File: src/design/eltc_ram.sv
// ----------------------------------------------------------------------------
// eltc_ram
// single port synchronous ram with registered read
// ----------------------------------------------------------------------------
module eltc_ram #(
  parameter int unsigned WIDTH = 8,
  parameter int unsigned DEPTH = 16
) (
  input  logic                     clk,
  input  logic                     we,
  input  logic [$clog2(DEPTH)-1:0] addr,
  input  logic [WIDTH-1:0]         wdata,
  output logic [WIDTH-1:0]         rdata
);
  logic [WIDTH-1:0] mem [DEPTH];

  always_ff @(posedge clk) begin
    if (we) begin
      mem[addr] <= wdata;
    end
    rdata <= mem[addr];
  end
endmodule

File: config.mk
export PLATFORM = sky130hd
export DESIGN_NAME = eltc_ram
export DESIGN_NICKNAME = d
export VERILOG_FILES = /design/src/design/eltc_ram.sv
export SDC_FILE = /design/constraint.sdc
export NUM_CORES = 1
export LEC_CHECK = 0
export ABC_AREA = 1
export ABC_CLOCK_PERIOD_IN_PS = 1650
export BUFFER_PORTS_ARGS = -buffer_cell sky130_fd_sc_hd__buf_4
export CORE_MARGIN = 1
export CORE_UTILIZATION = 43
export DETAILED_ROUTE_END_ITERATION = 10
export GPL_TIMING_DRIVEN = 0
export HOLD_SLACK_MARGIN = 0.12
export PLACE_DENSITY = 0.7
export SYNTH_ARGS = -nofsm -noshare
export SYNTH_HDL_FRONTEND = slang
export SYNTH_SLANG_ARGS = --single-unit
export TNS_END_PERCENT = 1
File: constraint.sdc
create_clock -name clk -period 1.65 [get_ports clk]
set_clock_uncertainty 0.05 [all_clocks]
set_input_delay 0.33 -clock clk [delete_from_list [all_inputs] [get_ports clk]]
set_output_delay 0.33 -clock clk [all_outputs]
set_load 0.01 [all_outputs]
# Word level (Yosys, flattened, before mapping)

Memories as Yosys holds them, arrays and structs flattened. A register that Yosys moved wholly into a read port is not among the register bits.
Cells that the tools add are included.

Add/subtract/negate cells: 0
$mul: 0
Divide/modulo/power cells: 0
$lt $le $gt $ge: 0
Equality and inequality tests: 0
Shifts and indexed selects: 0
Multiplexer cells: 2
Bitwise gates (word level): 0
Reduce and logical (&&, ||, !) cells: 0

Operators with widths:

| kind   | number |
|---|---|
| $mux 1 | 2 |

Register bits after elaboration: 0
Latch bits: 0
RAM bits: 128
ROM bits: 0
Output and inout port bits: 8
Logic and storage cells: 3
Memories: 1

Memories:

| name | words | width | read ports | clocked after Yosys merged registers in | write ports | RTL line | source |
|---|---|---|---|---|---|---|---|
| mem  | 16    | 8     | 1          | 1                                       | 1           | 15       | `logic [WIDTH-1:0] mem [DEPTH];` |

# Depth between registers and ports, before layout

Gate-level depths: netlist (run 1).

Depth after elaboration: 2
Mapped depth: 11
Depth with buffers taken out: 9

# Worst setup path after synthesis (run 1)

Ideal clock, no wire load.

Kind: input -> register
Start point: in addr[1]
End point: mem mem[3][0] (enable)
Setup time: 0.370 ns
Arrival time: 1.337 ns
Required time: 1.230 ns
Slack: -0.107 ns
Stages: 4
Path buffers: 2
Cells stage by stage: buf_2 > clkbuf_1 > nand3_1 > nor2_1

RTL lines:

| item        | RTL line | source |
|---|---|---|
| from (decl) | 11       | `input logic [$clog2(DEPTH)-1:0] addr,` |
| to (decl)   | 15       |  |

No word-level cell before the write port.

# Worst setup path after layout (run 1)

Start point: in addr[0]
End point: mem mem[12][0] (enable)

No word-level cell before the write port.

==> reports/metrics.yaml, run 1 <==
status: "complete, no violations"
synth_warnings: 0
critPathMaxStageDelay_ns: 0.44
antenna_found_initial: 0
ir_drop_v: 0.000688
leakage_nw: 2.80
crit_fanout: 10
path_cells: "buf_4, inv_2, buf_4, buf_2, nand3_1, nor2_2"
reg2reg_slack_ns: 0.56
cap_violations: 0
vias: 3688
overflow: 0
netlist_area_um2: 5590
finalHoldViolCount: 0
cts_made_buffers: 17
cts_setup_buffers: 0
drv_slew: 0
synth-seq-cells: 136
final_area_um2: 6630
hold_slack_ns: 0.193
slowest_stage: "nor2_2"
tns_ns: 0
cp_common_cell: "buf_4"
max-slew-margin-rel_pct: 69.5
dpl_cell_area_um2: 5960
crit_type: "in2reg"
row_count: 41
gr-usage-all-layers_pct: 19.6
avgViaCountPerCell: 4.78
startpoint: "addr[0]"
hold-path-endpoint: "mem[0][5]$_DFFE_PP_"
rr_worst_depth: 8
critPathRequiredTime_ns: 1.67
min_period_ns: 1.64
antenna-diode-count: 0
seq_area_um2: 4000
syn_inst: 548
dp_hpwl_mm: 7.58
grt_setup_unrepaired: "true"
htreeDepth: 4
worst_setup_path_end_kind: "flip-flop"
fin_crit_sh_pct: 99.6
p_per_area_nw_per_um2: 1210
start_util_pct: 44.1
tightest_slew_ns: 0.458
r2r_end: "rdata[3]$_DFF_P_"
coreArea_um2: 12700
cts.sinks: 136
yosysSeqAreaShare_pct: 71.6
avgSynthCellArea_um2: 10.2
fin_util_pct: 52.4
fmax_mhz: 608
ant_nets: 0
num_io_pins: 22
clk_path_buf_depth: 2
drive_above_1_share_pct: 15.3
path_clk_slew_ns: 0.06
rr_startpoint: "mem[9][3]$_DFFE_PP_"
portBuffers: 20
fill_cells: 1113
die_width_um: 116
yosysUniqueCellTypes: 11
final-setup-viol-count: 0
area_growth_pct: 18.6
die_area_um2: 13500
die_height_um: 116
wl_per_cell_um: 15.3
clk_latency_ns: 0.42
nets: 601
finalWirelength_mm: 11.8
hp-start: "wdata[5]"
cts_tree: "done"
syn-num-nets: 562
hold_path_depth: 1
drt_iter0_markers: 261
drc: 0
post-place-ws_ns: -0.687
grt_pass1_vias: 3492
fin_ws_ns: 0.00622
arrival_ns: 1.66
firstDrtPassIters: 5
cp-start-kind: "input port"
root_buffer: "clkbuf_16"
multi_input_area_um2: 1480
grt_pass1_wl_mm: 18.5
hold_path_class: "in2reg"
place.gp.congestion: 0.853
grt_max_degree: 17
## layout by cell type (no fill, tap or decap)
cell	instances
buf_2	12
buf_4	26
bufinv_16	2
clkbuf_1	2
clkbuf_16	17
clkbuf_2	1
clkinv_1	1
clkinv_2	4
clkinv_4	3
clkinvlp_4	4
dfxtp_1	8
edfxtp_1	128
inv_1	21
inv_2	1
inv_6	2
nand2_1	346
nand3_1	2
nand3_2	2
nor2_2	10
nor2_4	8
## flip-flops by register name, indices dropped and copies added, names as in the netlist
name   count
mem      128
rdata      8
## critical path: cells and delay by family
family,cells,cell delay [ns]
simple gates,2,0.73
buf+inv,4,0.59
## Yosys cell counts
cell      number  area (um^2)
clkinv_1       1         3.75
buf_4          6         45.0
clkbuf_1       3         11.3
inv_1         21         78.8
inv_2          1         3.75
edfxtp_1     128         3840
buf_2         12         60.1
nand3_1        4         20.0
dfxtp_1        8          160
nand2_1      346         1300
nor2_1        18         67.6
## worst max-delay path by stage
stage,endpoint,slack (ns),depth (start not counted)
2_1_floorplan,mem[3][0]$_DFFE_PP_,-0.11,4
4_1_cts,mem[14][2]$_DFFE_PP_,-0.18,4
3_3_place_gp,mem[3][0]$_DFFE_PP_,-0.62,4
6_report,mem[12][0]$_DFFE_PP_,0.006,6
3_5_place_dp,mem[3][4]$_DFFE_PP_,-0.69,4
5_1_grt,mem[0][0]$_DFFE_PP_,-0.12,6
## cell type report
class / instances / share of cell area [%]
plain buffers: 21 / 1.77
clock buffers: 17 / 6.41
clock inverters: 15 / 2.32
inverters: 23 / 1.30
multi-input cells: 368 / 22.3
flip-flops and latches: 136 / 60.4
well taps: 172 / 3.24
repair buffers: 20 / 2.26
## per-stage QoR
stage / total power [mW] / instances
2_1_floorplan: 4.23 / 548
3_3_place_gp: 4.43 / 740
3_5_place_dp: 4.44 / 740
4_1_cts: 8.09 / 772
5_1_grt: 8.29 / 772
6_report: 8.05 / 772
## timing repair
action | 4_1_cts | 5_1_grt
cloned | 0 | 0
setup endpoints to repair | 128 | 128
resized for setup | 12 | 18
hold endpoints to repair | 0 | 0
hold buffers | 0 | 0
## routing by layer
metal	track usage, %	part of all wire, %	vias up
met5	0	0	-
met4	9.83	2.4	0
met3	5.07	6.1	21
met2	30.9	48	127
met1	25.3	44	1711
li1	-	-	1829
## power by group
part / total, mW / switching, mW / internal [mW] / leakage (nW)
Combinational: 0.510 / 0.353 / 0.157 / 1.30
Clock: 3.65 / 1.43 / 2.22 / 0.275
Sequential: 3.88 / 0.0202 / 3.86 / 1.22
Total: 8.05 / 1.81 / 6.24 / 2.80
## kinds of logic (layout without fill, tap and decap cells)
logic type,count (synthesis),count (layout),synth area share (%)
buffers and inverters,44,96,3.62
flip-flops,136,136,71.6
AND/OR/NAND/NOR,368,368,24.8
Note: power is estimated with default switching activity, not from simulation.
==> run 2: changes to the inputs <==
--- a/config.mk
+++ b/config.mk
@@ -14,6 +14,7 @@
 export GPL_TIMING_DRIVEN = 0
 export HOLD_SLACK_MARGIN = 0.12
 export PLACE_DENSITY = 0.7
+export SETUP_SLACK_MARGIN = 0.2
 export SYNTH_ARGS = -nofsm -noshare
 export SYNTH_HDL_FRONTEND = slang
 export SYNTH_SLANG_ARGS = --single-unit
==> run 2 against run 1 <==
Net effect: non-clock buffer count unchanged; via count up 1.8%; clock power grew 3%; die area did not move; combinational power rose by 5.5%; sequential power hardly changed; wire length up 3.6%; sequential share of layout area down 1.1 points.
==> reports/metrics.yaml, run 2 (same netlist as run 1, synthesis figures left out) <==
tns_ns: 0  # unchanged
gr-usage-all-layers_pct: 20.5  # +0.86 points
grt_setup_unrepaired: "false"
dp_hpwl_mm: 7.90  # +4.2%
portBuffers: 20  # unchanged
clk_path_buf_depth: 2  # unchanged
largest_register_ffs: 128  # unchanged
p_int_mw: 6.38  # +2.3%
clk_latency_ns: 0.43  # about the same
row_count: 41  # unchanged
max-slew-margin-rel_pct: 70.2  # +0.67 points
min_period_ns: 1.35  # -0.295 ns
p_clk_share_pct: 45.9  # +0.5 points
drt_iter0_markers: 233  # -11%
critPathRequiredTime_ns: 1.70  # +0.03 ns
final_common_cell: "nand2_1"
firstDrtPassIters: 5  # unchanged
status: "complete, no violations"
nets: 601  # unchanged
tightest_slew_ns: 0.448  # -0.00998 ns
rr_startpoint: "mem[2][3]$_DFFE_PP_"
crit_type: "in2reg"
largestRegisters: "mem (128), rdata (8)"
antenna_found_initial: 0  # unchanged
hold_slack_ns: 0.201  # +0.00761 ns
cts_setup_buffers: 0  # unchanged
hold_path_class: "in2reg"
die_height_um: 116  # unchanged
area_growth_pct: 20.8
root_buffer: "clkbuf_16"
layout_common_cells: "nand2_1 (346), edfxtp_1 (128), buf_4 (27)"
wl_per_cell_um: 15.9  # +3.6%
p_per_area_nw_per_um2: 1210  # -0.33%
startpoint: "addr[2]"
htreeDepth: 4  # unchanged
die_area_um2: 13500  # unchanged
power_mw: 8.17  # +1.5%
vias: 3756  # +1.8%
leakage_nw: 2.83  # +1.2%
hp-start: "wdata[5]"
grt_max_degree: 17  # unchanged
fin_crit_sh_pct: 81.8  # -18 points
drive_above_1_share_pct: 15.5  # +0.17 points
fmax_mhz: 741  # +22%
drc: 0  # unchanged
drv_slew: 0  # unchanged
overflow: 0  # unchanged
finalHoldViolCount: 0  # unchanged
arrival_ns: 1.40  # -0.26 ns
ant_nets: 0  # unchanged
power_frac_comb_pct: 6.6  # +0.3 points
avgViaCountPerCell: 4.87  # +1.8%
cp-start-kind: "input port"
start_util_pct: 44.1  # unchanged
coreArea_um2: 12700  # unchanged
cts.sinks: 136  # unchanged
place.gp.congestion: 0.821  # -3.8%
worst_setup_path_end_kind: "flip-flop"
p_sw_share_pct: 21.9  # -0.61 points
grt_pass1_vias: 3652  # +4.6%
antenna-diode-count: 0  # unchanged
power_frac_seq_pct: 47.5  # -0.7 points
largest-register: "mem"
path_clk_slew_ns: 0.05  # about the same
finalWirelength_mm: 12.2  # +3.6%
grt_pass1_wl_mm: 19.4  # +4.7%
num_io_pins: 22  # unchanged
crit_fanout: 9  # -1
ir_drop_v: 0.000773  # +12%
cts_made_buffers: 17  # unchanged
switchingPower_mw: 1.79  # -1.3%
cts_tree: "done"
cap_violations: 0  # unchanged
final-setup-viol-count: 0  # unchanged
die_width_um: 116  # unchanged
run 2: changes by cell type in the layout (fill, tap and decap cells not counted), sizes merged:
cell,delta
clkbuf,+7
clkinvlp,-2
clkinv,-2
inv,-1
bufinv,-2
run 2: layout make-up:
| cell class | instances | area, um^2 |
|---|---|---|
| Tap cell | 172 | 215 |
| Multi-Input combinational cell | 368 | 1560 |
| Clock buffer | 24 | 557 |
| Fill cell | 1120 | 5920 |
| Sequential cell | 136 | 4000 |
| Inverter | 23 | 86.3 |
| Buffer | 21 | 129 |
| Timing Repair Buffer | 20 | 150 |
| Clock inverter | 8 | 52.6 |
run 2: critical path, cell delays in order:
cell    delay, ns
buf_4        0.11
inv_1        0.06
nor2_2       0.30
inv_1        0.27
nor2_4       0.32
run 2: metrics by stage:
stage | cells | util [%] | setup WS (ns) | cell area (um^2)
after floorplan | 548 | - | 0.192 | 5780
after global placement | 740 | 48.5 | -0.183 | 6140
after detailed placement | 740 | 48.5 | -0.228 | 6140
after CTS | 772 | 53.3 | 0.213 | 6750
after global routing | 772 | 53.3 | 0.237 | 6760
final | 772 | 53.3 | 0.301 | 6760
run 2: path summary, 6_finish.rpt:
check                                            to  slack [ns]  cells past startpoint
worst max-delay path            mem[6][0]$_DFFE_PP_        0.30                      5
worst min-delay path            mem[1][5]$_DFFE_PP_        0.20                      1
worst max register to register     rdata[3]$_DFF_P_        0.56                      8
worst min register to register     rdata[5]$_DFF_P_        0.68                      8
run 2: power groups by stage:
stage          registers (mW)  logic, mW  clock network (mW)
6_report                 3.88      0.538                3.75
5_1_grt                  3.89      0.603                3.90
4_1_cts                  3.88      0.540                3.79
3_5_place_dp             3.95      0.535                   0
3_3_place_gp             3.95      0.525                   0
2_1_floorplan            3.96      0.301                   0
run 2: metal layers:
layer | vias to the layer above | part of all wire, % | track usage, %
met2 | 109 | 48 | 32.9
li1 | 1834 | - | -
met1 | 1796 | 44 | 26.9
met4 | 0 | 1.8 | 8.80
met3 | 17 | 5.5 | 4.60
met5 | - | 0 | 0
run 2: what timing repair did:
action | CTS | global route
hold buffers | 0 | 0
resized for setup | 0 | 2
endpoints found under the setup margin | 0 | 64
==> run 3: changes to the inputs <==
--- a/config.mk
+++ b/config.mk
@@ -6,7 +6,7 @@
 export NUM_CORES = 1
 export LEC_CHECK = 0
 export ABC_AREA = 1
-export ABC_CLOCK_PERIOD_IN_PS = 1650
+export ABC_CLOCK_PERIOD_IN_PS = 1150
 export BUFFER_PORTS_ARGS = -buffer_cell sky130_fd_sc_hd__buf_4
 export CORE_MARGIN = 1
 export CORE_UTILIZATION = 43
==> constraint.sdc (replaced) <==
create_clock -name clk -period 1.15 [get_ports clk]
set_clock_uncertainty 0.05 [all_clocks]
set_input_delay 0.23 -clock clk [delete_from_list [all_inputs] [get_ports clk]]
set_output_delay 0.23 -clock clk [all_outputs]
set_load 0.01 [all_outputs]
==> run 3 against run 2 <==
Net effect: core utilization increased by 1.7 points; combinational power increased by 65%; sequential power increased by 44%; setup slack got worse by 0.27 ns; global-route usage increased by 0.86 points; hold slack got worse by 0.073 ns; clock power increased by 40%; final cell count increased by 0.26%; largest power group unchanged; highest routed layer unchanged.
==> reports/metrics.yaml, run 3 (same netlist as run 1, synthesis figures left out) <==
postCtsHoldBufs: 0  # unchanged
gr-usage-all-layers_pct: 21.4  # +0.86 points
min_period_ns: 1.12
fin_crit_sh_pct: 97.6
root_buffer: "clkbuf_16"
critPathMaxStageDelay_ns: 0.31  # about the same
path_clk_slew_ns: 0.06  # about the same
largestRegisters: "mem (128), rdata (8)"
hold_slack_ns: 0.128  # -0.0726 ns
finalHoldViolCount: 0  # unchanged
power_mw: 11.7  # +43%
cp-start-kind: "flip-flop"
path_buf_inv: 1  # -2
clk_latency_ns: 0.42  # about the same
largest-register: "mem"
firstDrtPassIters: 5  # unchanged
cts.sinks: 136  # unchanged
tightest_slew_ns: 0.490  # +0.0421 ns
dp_hpwl_mm: 8.16  # +3.4%
cap_violations: 0  # unchanged
place.gp.congestion: 0.937  # +14%
drt_iter0_markers: 327  # +40%
drive_above_1_share_pct: 21.8  # +6.3 points
antenna-diode-count: 0  # unchanged
clk_path_buf_depth: 2  # unchanged
arrival_ns: 0.84  # -0.56 ns
leakage_nw: 2.87  # +1.2%
finalWirelength_mm: 12.9  # +5.4%
fmax_mhz: 891
path_cells: "buf_6"
final_common_cell: "nand2_1"
crit_type: "reg2out"
die_height_um: 116  # unchanged
portBuffers: 20  # unchanged
overflow: 0  # unchanged
largest_register_ffs: 128  # unchanged
grt_setup_unrepaired: "true"
vias: 3799  # +1.1%
drc: 0  # unchanged
crit_fanout: 1  # -8
ant_nets: 0  # unchanged
grt_pass1_wl_mm: 19.8  # +2.1%
max-slew-margin-rel_pct: 67.4  # -2.8 points
area_growth_pct: 24.6
wl_per_cell_um: 16.7  # +5.2%
avgViaCountPerCell: 4.91  # +0.88%
num_io_pins: 22  # unchanged
cts_made_buffers: 17  # unchanged
final-setup-viol-count: 0  # unchanged
p_per_area_nw_per_um2: 1680  # +39%
grt_pass1_vias: 3686  # +0.93%
start_util_pct: 44.1  # unchanged
cts_tree: "done"
ir_drop_v: 0.00110  # +42%
drv_slew: 0  # unchanged
slowest_stage: "dfxtp_2"
dp_cells: 740  # unchanged
htreeDepth: 4  # unchanged
critPathRequiredTime_ns: 0.87  # -0.83 ns
status: "complete, no violations"
crit_family: "flip-flops"
antenna_found_initial: 0  # unchanged
grt_max_degree: 17  # unchanged
die_width_um: 116  # unchanged
fin_ws_ns: 0.0271  # -0.274 ns
die_area_um2: 13500  # unchanged
layout_common_cells: "nand2_1 (322), edfxtp_1 (128), nand2_2 (24)"
hold_path_class: "in2reg"
finalNonFillerCells: 774  # +0.26%
coreArea_um2: 12700  # unchanged
nets: 603  # +0.33%
row_count: 41  # unchanged
worst_setup_path_end_kind: "primary output"
post-place-ws_ns: -0.473  # -0.245 ns
tns_ns: 0  # unchanged
[run 3: per-stage QoR]
| step | cell area [um^2] | utilization, % |
|---|---|---|
| final | 6970 | 55.0 |
| after global placement | 6200 | 48.9 |
| after global routing | 6970 | 55.0 |
| after floorplan | 5830 | - |
| after CTS | 6810 | 53.8 |
| after detailed placement | 6200 | 48.9 |
[run 3: area by class of cell]
| class | instances | area (um^2) |
|---|---|---|
| clock buffer | 17 | 425 |
| timing repair buffer | 22 | 208 |
| fill | 1043 | 5700 |
| tap | 172 | 215 |
| buffer | 21 | 204 |
| clock inverter | 15 | 155 |
| multi-input combinational | 368 | 1630 |
| inverter | 23 | 114 |
| sequential | 136 | 4010 |
[run 3: repair_timing]
action	in CTS	in global routing
buffers inserted	2	0
setup endpoints to repair	144	144
gates resized for setup	7	54
pin swaps	5	67
[run 3: layer usage]
| layer | up-vias | GRT usage, % | part of all wire, % | wire length (um) |
|---|---|---|---|---|
| met1 | 1796 | 28.6 | 44 | 5740 |
| li1 | 1845 | - | - | - |
| met5 | - | 0 | 0 | 0 |
| met2 | 141 | 33.4 | 48 | 6230 |
| met4 | 0 | 8.89 | 1.7 | 215 |
| met3 | 17 | 5.33 | 5.6 | 718 |
[run 3: worst paths after layout]
check	slack, ns	start	cells after the start	endpoint
max	0.03	rdata[6]$_DFF_P_	1	rdata[6]
max reg2reg	0.08	mem[1][0]$_DFFE_PP_	8	rdata[0]$_DFF_P_
min reg2reg	0.67	mem[12][7]$_DFFE_PP_	8	rdata[7]$_DFF_P_
min	0.13	wdata[7]	1	mem[6][7]$_DFFE_PP_
[run 3: power by group]
group          switching [mW]  internal (mW)  total (mW)
sequential             0.0353           5.55        5.58
clock                    2.06           3.18        5.25
combinational           0.580          0.308       0.889
